<file path="src/sv/extended_step_compare_timer_defines.svh">
// Assertion macros for the extended step compare timer
`ifndef EXTENDED_STEP_COMPARE_TIMER_DEFINES_SVH
`define EXTENDED_STEP_COMPARE_TIMER_DEFINES_SVH

// same-cycle implication, reset masked
`define ESCT_ASSERT_NOW(label, ante, cons, msg) \
	label: assert property (@(posedge clk) disable iff (!arst_n) (ante) |-> (cons)) \
		else $error(msg);

// next-cycle implication, reset masked
`define ESCT_ASSERT_NEXT(label, ante, cons, msg) \
	label: assert property (@(posedge clk) disable iff (!arst_n) (ante) |=> (cons)) \
		else $error(msg);

`endif

</file>
<file path="src/sv/esct_pkg.sv">
// Types, constants and compare placement function for the step compare timer
`timescale 1ns / 1ps
`default_nettype none

package esct_pkg;

	typedef enum logic [1:0] {
		MODE_COUNT  = 2'd0,
		MODE_SET    = 2'd1,
		MODE_STOP   = 2'd2,
		MODE_REINIT = 2'd3
	} mode_t;

	localparam logic [31:0] FULL_ROUND        = 32'd65536;
	localparam logic [31:0] NEAR_LIMIT        = 32'd75536;
	localparam logic [31:0] PULL_BACK_W       = 32'd10000;
	localparam logic [15:0] PULL_BACK         = 16'd10000;
	localparam logic [15:0] TICK_PERIOD_RESET = 16'd40000;

	typedef struct packed {
		logic [15:0] cmp;
		logic [31:0] rem;
	} place_t;

	typedef struct packed {
		logic step_pulse;
		logic system_tick;
		logic step_armed;
	} result_t;

	// place the step compare for a remaining delay counted from base
	function automatic place_t place_step(input logic [15:0] base, input logic [31:0] rem);
		place_t p;
		p.cmp = base;
		p.rem = rem;
		if (rem < FULL_ROUND) begin
			p.cmp = base + rem[15:0];
		end else if (rem < NEAR_LIMIT) begin
			p.cmp = base - PULL_BACK;
			p.rem = rem + PULL_BACK_W;
		end
		return p;
	endfunction

endpackage

`default_nettype wire

</file>
<file path="src/sv/esct_core.sv">
// Timer state registers and per-word update for both compare channels
`timescale 1ns / 1ps
`default_nettype none

module esct_core (
	input  wire logic             clk,
	input  wire logic             arst_n,
	input  wire logic             advance,
	input  wire logic [1:0]       mode,
	input  wire logic [30:0]      step_delay,
	input  wire logic [15:0]      tick_period,
	output esct_pkg::result_t     res
);
	import esct_pkg::*;

	logic [15:0] cnt_q, step_cmp_q, tick_cmp_q;
	logic [31:0] rem_q;
	logic        step_en_q, tick_en_q;

	logic [15:0] cnt_n, step_cmp_n, tick_cmp_n, cnt_inc;
	logic [31:0] rem_n, rem_src;
	logic        step_en_n, tick_en_n, pulse, tick, do_place;
	place_t      placed;

	assign cnt_inc = cnt_q + 16'd1;

	always_comb begin
		rem_src = {1'b0, step_delay};
		if (mode_t'(mode) == MODE_COUNT) rem_src = rem_q - FULL_ROUND;
		placed = place_step(step_cmp_q, rem_src);
	end

	always_comb begin
		cnt_n      = cnt_q;
		step_cmp_n = step_cmp_q;
		tick_cmp_n = tick_cmp_q;
		rem_n      = rem_q;
		step_en_n  = step_en_q;
		tick_en_n  = tick_en_q;
		pulse      = 1'b0;
		tick       = 1'b0;
		do_place   = 1'b0;
		case (mode_t'(mode))
			MODE_COUNT: begin
				cnt_n = cnt_inc;
				if (step_en_q && cnt_inc == step_cmp_q) begin
					if (rem_q < FULL_ROUND) begin
						pulse     = 1'b1;
						step_en_n = 1'b0;
					end else begin
						do_place = 1'b1;
					end
				end
				if (tick_en_q && cnt_inc == tick_cmp_q) begin
					tick_cmp_n = tick_cmp_q + tick_period;
					tick       = 1'b1;
				end
			end
			MODE_SET: begin
				do_place  = 1'b1;
				step_en_n = 1'b1;
			end
			MODE_STOP: begin
				step_en_n = 1'b0;
				tick_en_n = 1'b0;
			end
			MODE_REINIT: begin
				tick_cmp_n = tick_period;
				tick_en_n  = 1'b1;
				step_en_n  = 1'b0;
			end
			default: begin
				cnt_n = cnt_q;
			end
		endcase
		if (do_place) begin
			step_cmp_n = placed.cmp;
			rem_n      = placed.rem;
		end
	end

	always_ff @(posedge clk or negedge arst_n) begin
		if (!arst_n) begin
			cnt_q      <= '0;
			step_cmp_q <= '0;
			tick_cmp_q <= TICK_PERIOD_RESET;
			rem_q      <= '0;
			step_en_q  <= 1'b0;
			tick_en_q  <= 1'b1;
		end else if (advance) begin
			cnt_q      <= cnt_n;
			step_cmp_q <= step_cmp_n;
			tick_cmp_q <= tick_cmp_n;
			rem_q      <= rem_n;
			step_en_q  <= step_en_n;
			tick_en_q  <= tick_en_n;
		end
	end

	assign res.step_pulse  = pulse;
	assign res.system_tick = tick;
	assign res.step_armed  = step_en_n;

endmodule

`default_nettype wire

</file>
<file path="src/sv/extended_step_compare_timer.sv">
// Top level of the extended step compare timer: input stage, result register, config
//
//  channel  | handshake            | data
//  ---------+----------------------+------------------------------------------
//  in       | in_valid / in_ready  | mode, step_delay
//  out      | out_valid/ out_ready | step_pulse, system_tick, step_armed
//  cfg      | cfg_valid/ cfg_ready | tick_period
//
// One word per cycle while out_ready holds; each word passes the input register, then the result register.
// Each word updates the timer state in the cycle it leaves the input register.
// A stalled output holds the result and backs up the input stage; one word can wait in each.
// Reset gives tick_period 40000, counter and step compare zero, channel B armed.
// cfg is always ready and takes effect on the next word.
`timescale 1ns / 1ps
`default_nettype none
`include "extended_step_compare_timer_defines.svh"

module extended_step_compare_timer (
	input  wire logic        clk,
	input  wire logic        arst_n,
	input  wire logic        in_valid,
	output logic             in_ready,
	input  wire logic [1:0]  mode,
	input  wire logic [30:0] step_delay,
	output logic             out_valid,
	input  wire logic        out_ready,
	output logic             step_pulse,
	output logic             system_tick,
	output logic             step_armed,
	input  wire logic        cfg_valid,
	output logic             cfg_ready,
	input  wire logic [15:0] tick_period
);
	import esct_pkg::*;

	logic        valid_s1;
	logic [1:0]  mode_s1;
	logic [30:0] delay_s1;
	logic        out_valid_q;
	result_t     res_q, res;
	logic [15:0] period_q;
	logic        out_free, advance;

	assign out_free  = !out_valid_q || out_ready;
	assign advance   = valid_s1 && out_free;
	assign in_ready  = !valid_s1 || out_free;
	assign cfg_ready = 1'b1;

	always_ff @(posedge clk or negedge arst_n) begin
		if (!arst_n) begin
			valid_s1 <= 1'b0;
		end else if (in_ready) begin
			valid_s1 <= in_valid;
		end
	end

	always_ff @(posedge clk) begin
		if (in_valid && in_ready) begin
			mode_s1  <= mode;
			delay_s1 <= step_delay;
		end
	end

	always_ff @(posedge clk or negedge arst_n) begin
		if (!arst_n) begin
			period_q <= TICK_PERIOD_RESET;
		end else if (cfg_valid && cfg_ready) begin
			period_q <= tick_period;
		end
	end

	esct_core u_core (
		.clk         (clk),
		.arst_n      (arst_n),
		.advance     (advance),
		.mode        (mode_s1),
		.step_delay  (delay_s1),
		.tick_period (period_q),
		.res         (res)
	);

	always_ff @(posedge clk or negedge arst_n) begin
		if (!arst_n) begin
			out_valid_q <= 1'b0;
		end else if (out_free) begin
			out_valid_q <= valid_s1;
		end
	end

	always_ff @(posedge clk) begin
		if (advance) begin
			res_q <= res;
		end
	end

	assign out_valid   = out_valid_q;
	assign step_pulse  = res_q.step_pulse;
	assign system_tick = res_q.system_tick;
	assign step_armed  = res_q.step_armed;

	`ESCT_ASSERT_NOW(a_pulse_disarms, out_valid_q && res_q.step_pulse, !res_q.step_armed, "step pulse with channel A still armed")
	`ESCT_ASSERT_NOW(a_ready_when_empty, !out_valid_q, in_ready, "input stalled with result register empty")
	`ESCT_ASSERT_NEXT(a_advance_fills_out, advance, out_valid_q, "word left input stage without a result")
	`ESCT_ASSERT_NEXT(a_stop_disarms, advance && (mode_s1 == MODE_STOP || mode_s1 == MODE_REINIT), !res_q.step_armed && !res_q.step_pulse && !res_q.system_tick, "stop or reinitialise left activity")

endmodule

`default_nettype wire

</file>
<file path="config.mk">
export PLATFORM = sky130hd
export DESIGN_NAME = extended_step_compare_timer
export DESIGN_NICKNAME = d
export VERILOG_FILES = /design/src/sv/esct_pkg.sv /design/src/sv/esct_core.sv /design/src/sv/extended_step_compare_timer.sv
export VERILOG_INCLUDE_DIRS = /design/src /design/src/sv
export SDC_FILE = /design/constraint.sdc
export NUM_CORES = 1
export LEC_CHECK = 0
export ABC_AREA = 0
export ABC_CLOCK_PERIOD_IN_PS = 4500
export BUFFER_PORTS_ARGS = -buffer_cell sky130_fd_sc_hd__buf_2
export CAP_MARGIN = 30
export CORE_MARGIN = 2
export CORE_UTILIZATION = 60
export DETAILED_ROUTE_END_ITERATION = 10
export PLACE_DENSITY = 0.79
export SKIP_LAST_GASP = 1
export SLEW_MARGIN = 5
export SYNTH_ARGS = -nofsm -noshare
export SYNTH_HDL_FRONTEND = slang
export SYNTH_SLANG_ARGS = --single-unit
export TNS_END_PERCENT = 30
</file>
<file path="constraint.sdc">
create_clock -name clk -period 4.5 [get_ports clk]
set_clock_uncertainty 0.05 [all_clocks]
set_input_delay 0.9 -clock clk [delete_from_list [all_inputs] [get_ports clk]]
set_output_delay 0.9 -clock clk [all_outputs]
set_load 0.005 [all_outputs]
</file>
---- Yosys cells after proc, flatten, opt, wreduce, memory -nomap -nowiden ----
Index checks and enable logic that the tools add are counted.
cells by class
  add/sub/neg operators ................... 6
  order comparisons ....................... 3
  equal/unequal tests ..................... 6
  muxes and demuxes ....................... 15
  reductions and logical operators ........ 19
operators by type and width
  cell                                                   count
  < comparator 32 x 17 -> 1 bit (second input constant)  3
  2-to-1 mux 32 bit                                      2
  2-to-1 mux 48 bit                                      1
  adder 16 bit                                           2
  adder 32 x 14 -> 32 bit (second input constant)        1
  equality test 16 bit                                   2
  2-to-1 mux 16 bit                                      2
  case mux 16 bit (2 select lines)                       1
  subtractor 32 x 17 -> 32 bit (second input constant)   1
  adder 16 x 1 -> 16 bit (second input constant)         1
  subtractor 16 x 14 -> 16 bit (second input constant)   1
  AND reduction 2 bit                                    4
  2-to-1 mux 1 bit                                       6
  AND reduction 3 bit                                    2
  nonzero test 2 bit                                     3
  equality test 2 bit (second input constant)            2
  logical AND 1 bit                                      4
  case mux 1 bit (2 select lines)                        2
  case mux 1 bit (3 select lines)                        1
  equality test 2 x 1 -> 1 bit (second input constant)   1
  logical NOT 1 bit                                      2
  logical NOT 2 bit                                      1
  logical OR 1 bit                                       2
  != test 2 bit (second input constant)                  1
  OR reduction 2 bit                                     1
storage, ports and cells
  register bits ........................... 136
  input bits .............................. 54
  output and inout bits ................... 6
  word-level logic and storage cells ...... 63

---- Logic depth before layout (Yosys ltp) ----
Gate-level depths: netlist (run 1).
  depth after elaboration ................. 6
  depth in mapped cells ................... 18
  depth with buffers taken out ............ 14

---- Modules after synthesis ----
From an unflattened synthesis (run 1), not the netlist that was laid out.
unflattened totals
  cell total of the unflattened synthesis .. 985
  area total of the unflattened synthesis .. 9,316.4 sq um
by module, submodules not included
  module                       times used  cells each  area an instance (sq um)  sequential area each (sq um)
  esct_core                    1           905         7,479.7                   2,059.5
  extended_step_compare_timer  1           80          1,836.8                   1,537.7

---- Worst setup path after synthesis (run 1) ----
No wires, ideal clock.
  path kind ............................... register -> register
  start ................................... register mode_s1[1]
  end ..................................... register u_core.step_cmp_q[13]
  library setup time ...................... 0.121 ns
  arrival ................................. 3.539 ns
  data required time ...................... 4.329 ns
  setup slack ............................. 0.790 ns
  cell stages (with the launch flop) ...... 17
  buffers on the path ..................... 3
  clock period less this slack ............ 3.710 ns
  cells stage by stage .................... edfxtp_1 -> buf_2 -> nor2_1 -> buf_2 -> buf_2 -> mux2i_1 -> inv_1 -> ha_1 -> or2_2 -> o31a_1 -> a31oi_1 -> a211oi_1 -> a21o_1 -> a21oi_1 -> xor2_1 -> o22ai_1 -> a22o_1
on the way
  cells in the longest elaborated chain, start to end .. 5
  elaborated cells on any way between the ends .. 10
  classes of those cells .................. add/sub: 1; order compare: 2; eq/ne: 1; mux: 3; reduce/logical: 3
RTL lines
  what                                                     line                               text
  from (decl)                                              extended_step_compare_timer.sv:37  logic [1:0] mode_s1;
  from (signal assigned)                                   extended_step_compare_timer.sv:59  mode_s1 <= mode;
  logical NOT 2 bit                                        esct_core.sv:29, esct_core.sv:43
  2-to-1 mux 32 bit                                        esct_core.sv:29                    if (mode_t'(mode) == MODE_COUNT) rem_src = rem_q - FULL_ROUND;
  < comparator 32 x 17 -> 1 bit, on equally long branches  esct_pkg.sv:38, esct_pkg.sv:36
  nonzero test 2 bit (no source line)                      n/a
  AND reduction 3 bit (no source line)                     n/a
  to (signal assigned)                                     esct_core.sv:92                    step_cmp_q <= step_cmp_n;
  to (decl)                                                esct_core.sv:16                    logic [15:0] cnt_q, step_cmp_q, tick_cmp_q;
Parallel ways exist; a longest one is shown, timed or not.
A chain may end at the register's enable or synchronous reset.

---- Worst setup path in the final report (run 1) ----
Ends and elaborated chain as after synthesis.

==> key figures, run 1 <==
Run status
  – Status: finished clean

CTS
  – CTS resizes: 0
  – Inserted Clock Buffers: 17
  – Clk Latency, worst-skew pair: between 0.4 and 0.5 ns
  – Worst-path clk slew: 0.06 ns
  – CTS tree: built
  – Htree depth: 4
  – Sink Count: 136
  – Root Buffer: clkbuf_16
  – Post-CTS Setup Bufs: 0
  – Clock Path Buffers: 2
  – # hold bufs at CTS: 0

Yosys
  – Syn Area/Cell: 9.51 um^2
  – Synth Register Bits: 136
  – Top post-synthesis cells by area: dfrtp_1, edfxtp_1, xnor2_1
  – Top cell type's share of synthesized area: 24.9%
  – Largest area contributor in the netlist: dfrtp_1
  – Sequential fraction of the synthesis area: roughly two fifths
  – Post-synthesis cell type count: slightly above 80
  – Synthesized area: 0.00895 mm^2
  – Syn Nets: 1032
  – Synth warn: 0
  – Main synth FF type: dfrtp_1
  – Ys async rst share: about three quarters
  – Number of synthesized flops with an enable pin: 36
  – Most frequent cells after synthesis: dfrtp_1, nand2_1, nor2_1
  – Top-count cell post-synth: dfrtp_1
  – Post-synthesis instance total: 941

STA
  – Slew Viols, Final: 0
  – Worst slew margin: 55.1%
  – # setup viols final: 0
  – Final hold viol count: 0
  – Final min period: 3.95 ns
  – Setup TNS: 0 ns
  – Worst-Margin Slew: 0.671 ns
  – RSZ-0062 raised after global routing: false
  – Hold slack final: 0.363 ns
  – Setup ws final: 0.546 ns
  – F_max: 253 MHz
  – Period utilization: 87.9%

Drt
  – # DRC: 0
  – Vias per inst: 6.13
  – Wire per inst: around 17 um
  – Vias after detailed routing: 7229
  – Antenna viol nets, final: 0
  – Final WL: 20.0 mm
  – Pre-Repair DR Iteration Count: 7
  – Initial DRC Count: between 700 and 800

Placement
  – IO Port Bufs: 58
  – DP HPWL: ~15 mm
  – Pre-CTS setup slack: 0.636 ns
  – Final GP Congestion: 0.901

Floorplan
  – Initial core utilization: 61.6%
  – Die area: 0.0159 mm^2
  – Die X: 126 um
  – Chip height: 126 um
  – IO Pins: 60
  – Core Area: 0.0145 mm^2
  – Num rows: 44

GRT
  – Initial antenna violation count: 0
  – Gr usage total: 25.9%
  – Largest net degree at the start of global routing: 54
  – Overflow after GRT: 0
  – Vias in the first global route: 6755
  – First-pass GRT wire length: ~33 mm

Power
  – Switching share of power: between 30% and 40%
  – Cell Pwr Density: 459 mW/mm^2
  – LEAKAGE: 4.12 nW
  – NetSw: 1.58 mW
  – Sequential share of power: 38.5%
  – Clock network power share: between 30% and 40%
  – Internal cell power: around 3.0 mW
  – Peak VDD IR: 319 uV
  – Comb pwr share: 31.4%

Setup path
  – Critical path type: reg2reg
  – Cells along the critical path: nor2_4 -> buf_4 -> nand2_1 -> nand2_1 -> ha_1 -> a211oi_1 -> o21ai_0 -> a31oi_1 -> a211oi_1 -> a21o_1 -> a21oi_1 -> xor2_1 -> o22ai_1 -> a22o_1
  – Startpoint Class: register
  – CP Max Fanout: 27
  – Reg2Reg Depth: 14
  – Worst path buffer plus inverter count: 1
  – CP max-delay cell: edfxtp_1
  – Critical path depth: 14
  – CP arrival: 4.22 ns
  – WP data required: 4.76 ns
  – CP endpoint kind: register
  – Family with the most delay on the worst path: compound AO/OA/AOI/OAI gates
  – Largest stage delay on the critical path: roughly 0.54 ns

Final layout
  – Multi-input gate area: 0.00499 mm^2
  – Ant. Diodes: 0
  – Final #Nets: 1074
  – Area grow syn2layout: 11.1%
  – Share of cells above drive strength 1: ~17%
  – Reg area: 0.00360 mm^2
  – # fillers: 1137

Min path
  – Worst Hold Class: in2async

Run
  – Max-cap viol count: 0
routing by layer:
metal	track usage, %	vias up	share of wire [%]
met5	0	-	0
met4	5.17	0	0.94
met3	6.16	22	6.2
met2	39.9	229	46
met1	37.8	3454	46
li1	-	3524	-
final cells by class:
| type | instances | area share, % |
|---|---|---|
| timing repair buffer | 74 | 4.35 |
| sequential | 136 | 36.2 |
| clock inverter | 14 | 1.50 |
| tap | 184 | 2.32 |
| inverter | 31 | 1.17 |
| clock buffer | 18 | 4.32 |
| multi-input combinational | 723 | 50.2 |
through the flow:
step / std cells / util [%] / total power, mW / area [um^2]
6_report: 1180 / 68.4 / 4.56 / 9940
5_1_grt: 1180 / 68.4 / 4.85 / 9940
4_1_cts: 1180 / 68.4 / 4.57 / 9940
3_5_place_dp: 1148 / 64.4 / 3.19 / 9370
3_3_place_gp: 1147 / 64.3 / 3.13 / 9340
2_1_floorplan: 941 / - / 2.86 / 8950
logic make-up after synthesis:
| kind of cell | count (synthesis) | synth area share, % |
|---|---|---|
| muxes | 45 | 5.44 |
| AOI/OAI and AO/OA | 226 | 16.8 |
| other | 1 | 0.0419 |
| xor gates and xnor gates | 92 | 9.16 |
| DFF | 136 | 40.2 |
| buffers and inverters | 82 | 4.11 |
| and+or+nand+nor | 322 | 18.9 |
| adders and majority gates | 37 | 5.34 |
power by group through the flow:
stage          sequential, mW  clock, mW  combinational (mW)
3_5_place_dp             1.77          0                1.42
5_1_grt                  1.79       1.45                1.61
6_report                 1.76       1.37                1.43
2_1_floorplan            1.67          0                1.19
3_3_place_gp             1.76          0                1.36
4_1_cts                  1.75       1.39                1.43
layout by cell type, fill, tap and decap left out, types with 9 or more instances in the layout:
| cell | Yosys | routed |
|---|---|---|
| dfrtp_1 | 89 | 89 |
| nand2_1 | 82 | 82 |
| nor2_1 | 68 | 67 |
| a21oi_1 | 63 | 63 |
| buf_2 | 21 | 57 |
| xnor2_1 | 51 | 51 |
| xor2_1 | 40 | 40 |
| nor3_1 | 39 | 39 |
| edfxtp_1 | 36 | 36 |
| ha_1 | 35 | 35 |
| o21ai_0 | 34 | 34 |
| inv_1 | 31 | 31 |
| nand3_1 | 27 | 27 |
| mux2_2 | 25 | 25 |
| clkbuf_16 | 0 | 17 |
| mux2i_1 | 16 | 16 |
| nand4_1 | 16 | 16 |
| buf_4 | 3 | 16 |
| nand2b_1 | 12 | 12 |
| or3_1 | 12 | 12 |
| o21a_1 | 11 | 11 |
| a22o_1 | 11 | 11 |
| dfstp_2 | 11 | 11 |
| a31oi_1 | 10 | 10 |
| o211ai_1 | 9 | 9 |
registers in the layout (all words and copies together) (netlist names), 2 cells and up:
signal / count
u_core.rem_q: 32
delay_s1: 31
period_q: 16
u_core.cnt_q: 16
u_core.step_cmp_q: 16
u_core.tick_cmp_q: 16
mode_s1: 2
path summary, 6_finish.rpt:
check | to | slack (ns) | start
hold reg to reg | u_core.rem_q[5] | 0.44 | u_core.rem_q[5]
max in group asynchronous | u_core.tick_en_q | 3.35 | arst_n
hold / removal | u_core.tick_cmp_q[3] | 0.36 | arst_n
setup reg to reg | u_core.step_cmp_q[13] | 0.55 | mode_s1[1]
min in group clk | u_core.rem_q[5] | 0.44 | u_core.rem_q[5]
setup / recovery | u_core.step_cmp_q[13] | 0.55 | mode_s1[1]
worst register-to-register path, cell delays in order, from the launching register on:
cell      delay (ns)
edfxtp_1        0.54
nor2_4          0.47
buf_4           0.40
nand2_1         0.10
nand2_1         0.14
ha_1            0.27
a211oi_1        0.32
o21ai_0         0.21
a31oi_1         0.31
a211oi_1        0.17
a21o_1          0.20
a21oi_1         0.18
xor2_1          0.16
o22ai_1         0.09
a22o_1          0.23
(Power assumes the default switching activity.)
==> run 2, diff against run 1 <==
--- a/config.mk
+++ b/config.mk
@@ -8,5 +8,5 @@
 export LEC_CHECK = 0
 export ABC_AREA = 0
-export ABC_CLOCK_PERIOD_IN_PS = 4500
+export ABC_CLOCK_PERIOD_IN_PS = 4800
 export BUFFER_PORTS_ARGS = -buffer_cell sky130_fd_sc_hd__buf_2
 export CAP_MARGIN = 30
@@ -14,5 +14,5 @@
 export CORE_UTILIZATION = 60
 export DETAILED_ROUTE_END_ITERATION = 10
-export PLACE_DENSITY = 0.79
+export PLACE_DENSITY = 0.91
 export SKIP_LAST_GASP = 1
 export SLEW_MARGIN = 5
==> constraint.sdc (replaced) <==
create_clock -name clk -period 4.8 [get_ports clk]
set_clock_uncertainty 0.05 [all_clocks]
set_input_delay 0.24 -clock clk [delete_from_list [all_inputs] [get_ports clk]]
set_output_delay 0.24 -clock clk [all_outputs]
set_load 0.005 [all_outputs]
==> run 2 against run 1 <==
- critical endpoint is now u_core.step_cmp_q[9]
- global-route usage rose by 4.4 points
- worst setup slack improved by 0.015 ns
- combinational power barely moved
- largest cell class unchanged
- design area rose by 4.8%
- die area did not move
- first-iteration DRC count rose by 4.9%
- routed wire length rose by 18%
- worst hold slack got worse by 0.32 ns
==> key figures, run 2 (synthesis results as in run 1) <==
Run status
  – Status: finished clean

Placement
  – Final GP Congestion: about 0.94
  – DP HPWL: 14.3 mm
  – DP Area: 0.00932 mm^2
  – IO Port Bufs: 58

Floorplan
  – Num rows: between 40 and 50
  – Core Area: 0.0145 mm^2
  – Chip height: 126 um
  – Die X: ~130 um
  – Die area: 0.0159 mm^2
  – IO Pins: 60
  – Initial core utilization: 61.6%

Setup path
  – Startpoint Class: register
  – CP max-delay cell: a2111oi_2
  – Worst r2r src: u_core.rem_q[16]
  – Family with the most delay on the worst path: compound AO/OA/AOI/OAI gates
  – Cells along the critical path: inv_1 -> ha_1 -> or3b_2 -> nor3_1 -> xnor2_1 -> o221ai_1 -> a2111oi_2 -> nand3_1 -> buf_4 -> o32ai_1 -> a22o_1
  – CP endpoint kind: register
  – WP data required: 5.11 ns
  – Reg2Reg Depth: 11
  – RR Endpoint: u_core.step_cmp_q[9]
  – Worst path buffer plus inverter count: 2
  – Reg2reg setup slack: 0.56 ns
  – CP Max Fanout: 21
  – Critical path type: reg2reg
  – Largest stage delay on the critical path: ~0.7 ns
  – CP arrival: 4.55 ns

Drt
  – Final WL: 23.7 mm
  – Initial DRC Count: approximately 750
  – Vias after detailed routing: 8077
  – Vias per inst: 6.58
  – Wire per inst: 19.3 um
  – # DRC: 0
  – Pre-Repair DR Iteration Count: 6
  – Antenna viol nets, final: 0

CTS
  – CTS tree: built
  – Post-CTS Setup Bufs: 0
  – Sink Count: 136
  – Clk Latency, worst-skew pair: approximately 0.43 ns
  – Inserted Clock Buffers: 17
  – Htree depth: 4
  – Root Buffer: clkbuf_16
  – Clock Path Buffers: 2
  – Worst-path clk slew: roughly 0.070 ns

Power
  – LEAKAGE: roughly 4.3 nW
  – Cell Pwr Density: 429 mW/mm^2
  – Peak VDD IR: 312 uV
  – Total design power: about 4.5 mW

Final layout
  – # fillers: 944
  – Top reg by flops: u_core.rem_q
  – Max reg flops: 32
  – Ant. Diodes: 0
  – Final #Nets: 1121
  – Share of cells above drive strength 1: 15.9%
  – Most frequent cells in the layout: dfrtp_1, nand2_1, nor2_1
  – Top Registers: u_core.rem_q x32, delay_s1 x31
  – Area grow syn2layout: 16.5%
  – Finished Cell Area: approximately 0.010 mm^2
  – Commonest non-fill, non-tap cell in the layout: dfrtp_1

STA
  – # setup viols final: 0
  – Worst slew margin: 39.1%
  – Setup TNS: 0 ns
  – Period utilization: between 80 and 90%
  – Final hold viol count: 0
  – RSZ-0062 raised after global routing: false
  – Final min period: between 4 and 5 ns
  – F_max: 236 MHz
  – Worst-Margin Slew: 0.913 ns
  – Slew Viols, Final: 0

GRT
  – Vias in the first global route: between 8000 and 9000
  – Overflow after GRT: 0
  – Largest net degree at the start of global routing: 67
  – First-pass GRT wire length: 39.1 mm
  – Gr usage total: 30.3%
  – Initial antenna violation count: 0

Run
  – Max-cap viol count: 0

Min path
  – Worst hold endpoint: out_valid
  – Min-delay src: out_ready
  – Hold depth: 3
  – Worst Hold Class: in2reg
==> run 2: cell count changes in the layout (fill, tap and decap cells not counted) <==
cell           before  now
clkinvlp_4          3    0
inv_6               2    4
clkinv_2            4    2
bufinv_16           2    1
inv_4               0    2
buf_16              1    0
buf_4              16   13
dlygate4sd3_1       0   51
inv_8               1    0
clkbuf_16          17   19
clkbuf_8            0    1
==> run 2: where the power goes <==
part	internal (mW)	total (mW)	switching (mW)
Clock	0.796	1.34	0.548
Combinational	0.652	1.46	0.806
Sequential	1.41	1.67	0.260
==> run 2: final cells by class <==
| type | instances | area [um^2] | share of cell area (%) |
|---|---|---|---|
| sequential | 136 | 3600 | 34.5 |
| clock buffer | 21 | 493 | 4.73 |
| timing repair buffer | 121 | 893 | 8.57 |
| tap | 184 | 230 | 2.21 |
| inverter | 31 | 116 | 1.12 |
| multi-input combinational | 723 | 4990 | 47.9 |
| clock inverter | 11 | 105 | 1.01 |
==> run 2: stage by stage <==
stage | util, % | setup slack [ns] | hold WS (ns) | std cells
final | 71.7 | 0.562 | 0.0392 | 1227
after global routing | 71.7 | 0.283 | 0.0723 | 1227
after CTS | 71.7 | 0.669 | 0.0320 | 1227
after detailed placement | 64.1 | 0.806 | 0.365 | 1144
after global placement | 64.1 | 0.989 | 0.357 | 1144
after floorplan | - | 1.09 | -0.106 | 941
==> run 2: worst max path at each step <==
stage,from,endpoint,slack (ns),cells past startpoint
floorplan,mode_s1[1],u_core.step_cmp_q[13],1.09,16
global placement,mode_s1[1],u_core.step_cmp_q[13],0.99,14
detailed placement,u_core.rem_q[16],u_core.step_cmp_q[14],0.81,11
CTS,u_core.rem_q[16],u_core.step_cmp_q[10],0.67,11
global route,mode_s1[1],u_core.step_cmp_q[15],0.28,14
finish,u_core.rem_q[16],u_core.step_cmp_q[9],0.56,11
==> run 2: worst reg2reg max path, stage by stage (launching register included) <==
cell,delay (ns)
dfrtp_1,0.48
inv_1,0.13
ha_1,0.23
or3b_2,0.54
nor3_1,0.25
xnor2_1,0.20
o221ai_1,0.19
a2111oi_2,0.71
nand3_1,0.54
buf_4,0.38
o32ai_1,0.29
a22o_1,0.18
==> run 2: metal layers <==
metal  part of all wire (%)  up-vias  GRT usage, %  wire [um]
li1                       -     3620             -          -
met1                     39     3873          36.5       9220
met2                     49      485          52.2      11700
met3                    8.1       99          6.58       1920
met4                    3.5        0          13.6        835
met5                      0        -             0          0
==> run 2: timing repair <==
action,CTS,global route
hold endpoints to repair,113,0
hold buffers,51,0
gates resized for setup,0,0
==> run 3, diff against run 2 <==
Settings changed: PLACE_DENSITY 0.91 to 0.78.
==> run 3 against run 2 <==
- clock power rose by 7%
- sequential share of layout area barely moved
- non-clock buffer count fell by 2
- critical path depth grew 3
- via count shrank 6.4%
- sequential cell count did not move
- worst hold slack worse by 0.029 ns
- worst setup slack better by 0.18 ns
- sequential power about the same
- critical endpoint is now u_core.step_cmp_q[13]
- first-iteration DRC count is 0.13% higher
- critical path type unchanged
- count of clock-buffer cells in the layout fell by 1
- core utilization grew 0.077 points
==> key figures, run 3 (synthesis results as in run 1) <==
Placement
  – Pre-CTS setup slack: 0.831 ns
  – DP Cell Count: roughly 1100
  – Final GP Congestion: 0.910
  – DP HPWL: around 14 mm
  – IO Port Bufs: a little under 60

GRT
  – Gr usage total: 27.9%
  – Overflow after GRT: 0
  – First-pass GRT wire length: 35.9 mm
  – Initial antenna violation count: 0
  – Vias in the first global route: 7411
  – Largest net degree at the start of global routing: 52

STA
  – Final min period: 4.05 ns
  – Worst-Margin Slew: 0.849 ns
  – Final hold viol count: 0
  – Worst slew margin: 43.3%
  – RSZ-0062 raised after global routing: false
  – Setup ws final: 0.746 ns
  – Hold slack final: around 0.01 ns
  – # setup viols final: 0
  – Period utilization: 84.5%
  – Slew Viols, Final: 0
  – F_max: 247 MHz
  – Setup TNS: 0 ns

Floorplan
  – Core Area: 0.0145 mm^2
  – Chip height: 126 um
  – Initial core utilization: 61.6%
  – IO Pins: 60
  – Die X: 126 um
  – Die area: 0.0159 mm^2
  – Num rows: 44

Setup path
  – Largest stage delay on the critical path: 0.60 ns
  – Reg2reg setup slack: ~0.75 ns
  – Worst r2r src: mode_s1[0]
  – WP data required: 5.05 ns
  – Critical Path End: u_core.step_cmp_q[13]
  – Startpoint Class: register
  – CP Max Fanout: 24
  – RR Endpoint: u_core.step_cmp_q[13]
  – Worst setup startpoint: mode_s1[0]
  – CP arrival: 4.31 ns
  – CP max-delay cell: nor2_4
  – CP endpoint kind: register
  – Cells along the critical path: nor2_4 -> buf_4 -> nand2_1 -> nand2_1 -> ha_1 -> a211oi_1 -> o21ai_0 -> a31oi_1 -> a211oi_1 -> a21o_1 -> a21oi_1 -> xor2_1 -> o22ai_1 -> a22o_1
  – Reg2Reg Depth: 14
  – Critical path type: reg2reg

Final layout
  – Final core occ: 71.8%
  – Non-Filler Instances: 1225
  – Area grow syn2layout: 16.6%
  – Top reg by flops: u_core.rem_q
  – Most frequent cells in the layout: dfrtp_1, nand2_1, nor2_1
  – Final #Nets: approximately 1100
  – Commonest non-fill, non-tap cell in the layout: dfrtp_1
  – Top Registers: u_core.rem_q x32, delay_s1 x31
  – Ant. Diodes: 0
  – Share of cells above drive strength 1: about 16%
  – Max reg flops: 32

Run status
  – Status: finished clean

Power
  – LEAKAGE: 4.33 nW
  – Cell Pwr Density: 429 mW/mm^2
  – Peak VDD IR: 338 uV

CTS
  – CTS resizes: 0
  – Htree depth: 4
  – Inserted Clock Buffers: 17
  – Root Buffer: clkbuf_16
  – Clock Path Buffers: 2
  – CTS tree: built
  – Sink Count: ~140
  – Clk Latency, worst-skew pair: 0.42 ns
  – Worst-path clk slew: 0.06 ns
  – Post-CTS Setup Bufs: 0

Drt
  – Final WL: 21.5 mm
  – Antenna viol nets, final: 0
  – Wire per inst: 17.6 um
  – Initial DRC Count: approximately 750
  – # DRC: 0
  – Vias per inst: 6.17
  – Pre-Repair DR Iteration Count: 5
  – Vias after detailed routing: 7564

Min path
  – Worst Hold Class: in2reg
  – Hold depth: 2

Run
  – Max-cap viol count: 0
==> run 3: final cells by class <==
| class | instances | area (um^2) |
|---|---|---|
| clock buffers | 20 | 437 |
| fillers | 1104 | 4100 |
| repair buffers | 119 | 868 |
| flip-flops and latches | 136 | 3600 |
| inverters | 31 | 116 |
| well taps | 184 | 230 |
| clock inverters | 12 | 198 |
| multi-input cells | 723 | 4990 |
==> run 3: worst min path at each step <==
| stage | startpoint | endpoint | slack [ns] |
|---|---|---|---|
| CTS | tick_period[3] | period_q[3] | 0.00009 |
| global route | tick_period[12] | period_q[12] | 0.004 |
| floorplan | arst_n | out_valid | -0.11 |
| global placement | arst_n | period_q[13] | 0.28 |
| detailed placement | arst_n | period_q[13] | 0.29 |
| finish | tick_period[3] | period_q[3] | 0.01 |
==> run 3: critical path: cells and delay by family (launching register included) <==
| kind | cells | cell delay, ns |
|---|---|---|
| AOI/OAI and AO/OA | 8 | 1.76 |
| and+or+nand+nor | 3 | 0.80 |
| DFF | 1 | 0.52 |
| buffers and inverters | 1 | 0.36 |
| adders and majority gates | 1 | 0.26 |
| xor gates and xnor gates | 1 | 0.17 |
==> run 3: what timing repair did <==
item                                   4_1_cts  5_1_grt
hold buffers                                47        0
setup endpoints to repair                    0        0
endpoints found under the hold margin       90        0
==> run 3: report_power, final <==
| part | internal [mW] | switching, mW |
|---|---|---|
| combinational | 0.647 | 0.745 |
| sequential | 1.41 | 0.247 |
| clock | 0.924 | 0.509 |
| total | 2.98 | 1.50 |
==> run 3: layer usage <==
layer	share of wire, %	vias up	track usage [%]
li1	-	3617	-
met2	47	287	45.0
met4	1.9	0	8.14
met1	45	3613	38.7
met5	0	-	0
met3	6.5	47	5.56
==> run 3: per-stage QoR <==
step	total power, mW	instance area [um^2]
detailed placement	2.99	9330
CTS	4.47	10400
global placement	2.93	9330
global route	4.74	10400
floorplan	2.69	8950
finish	4.48	10400
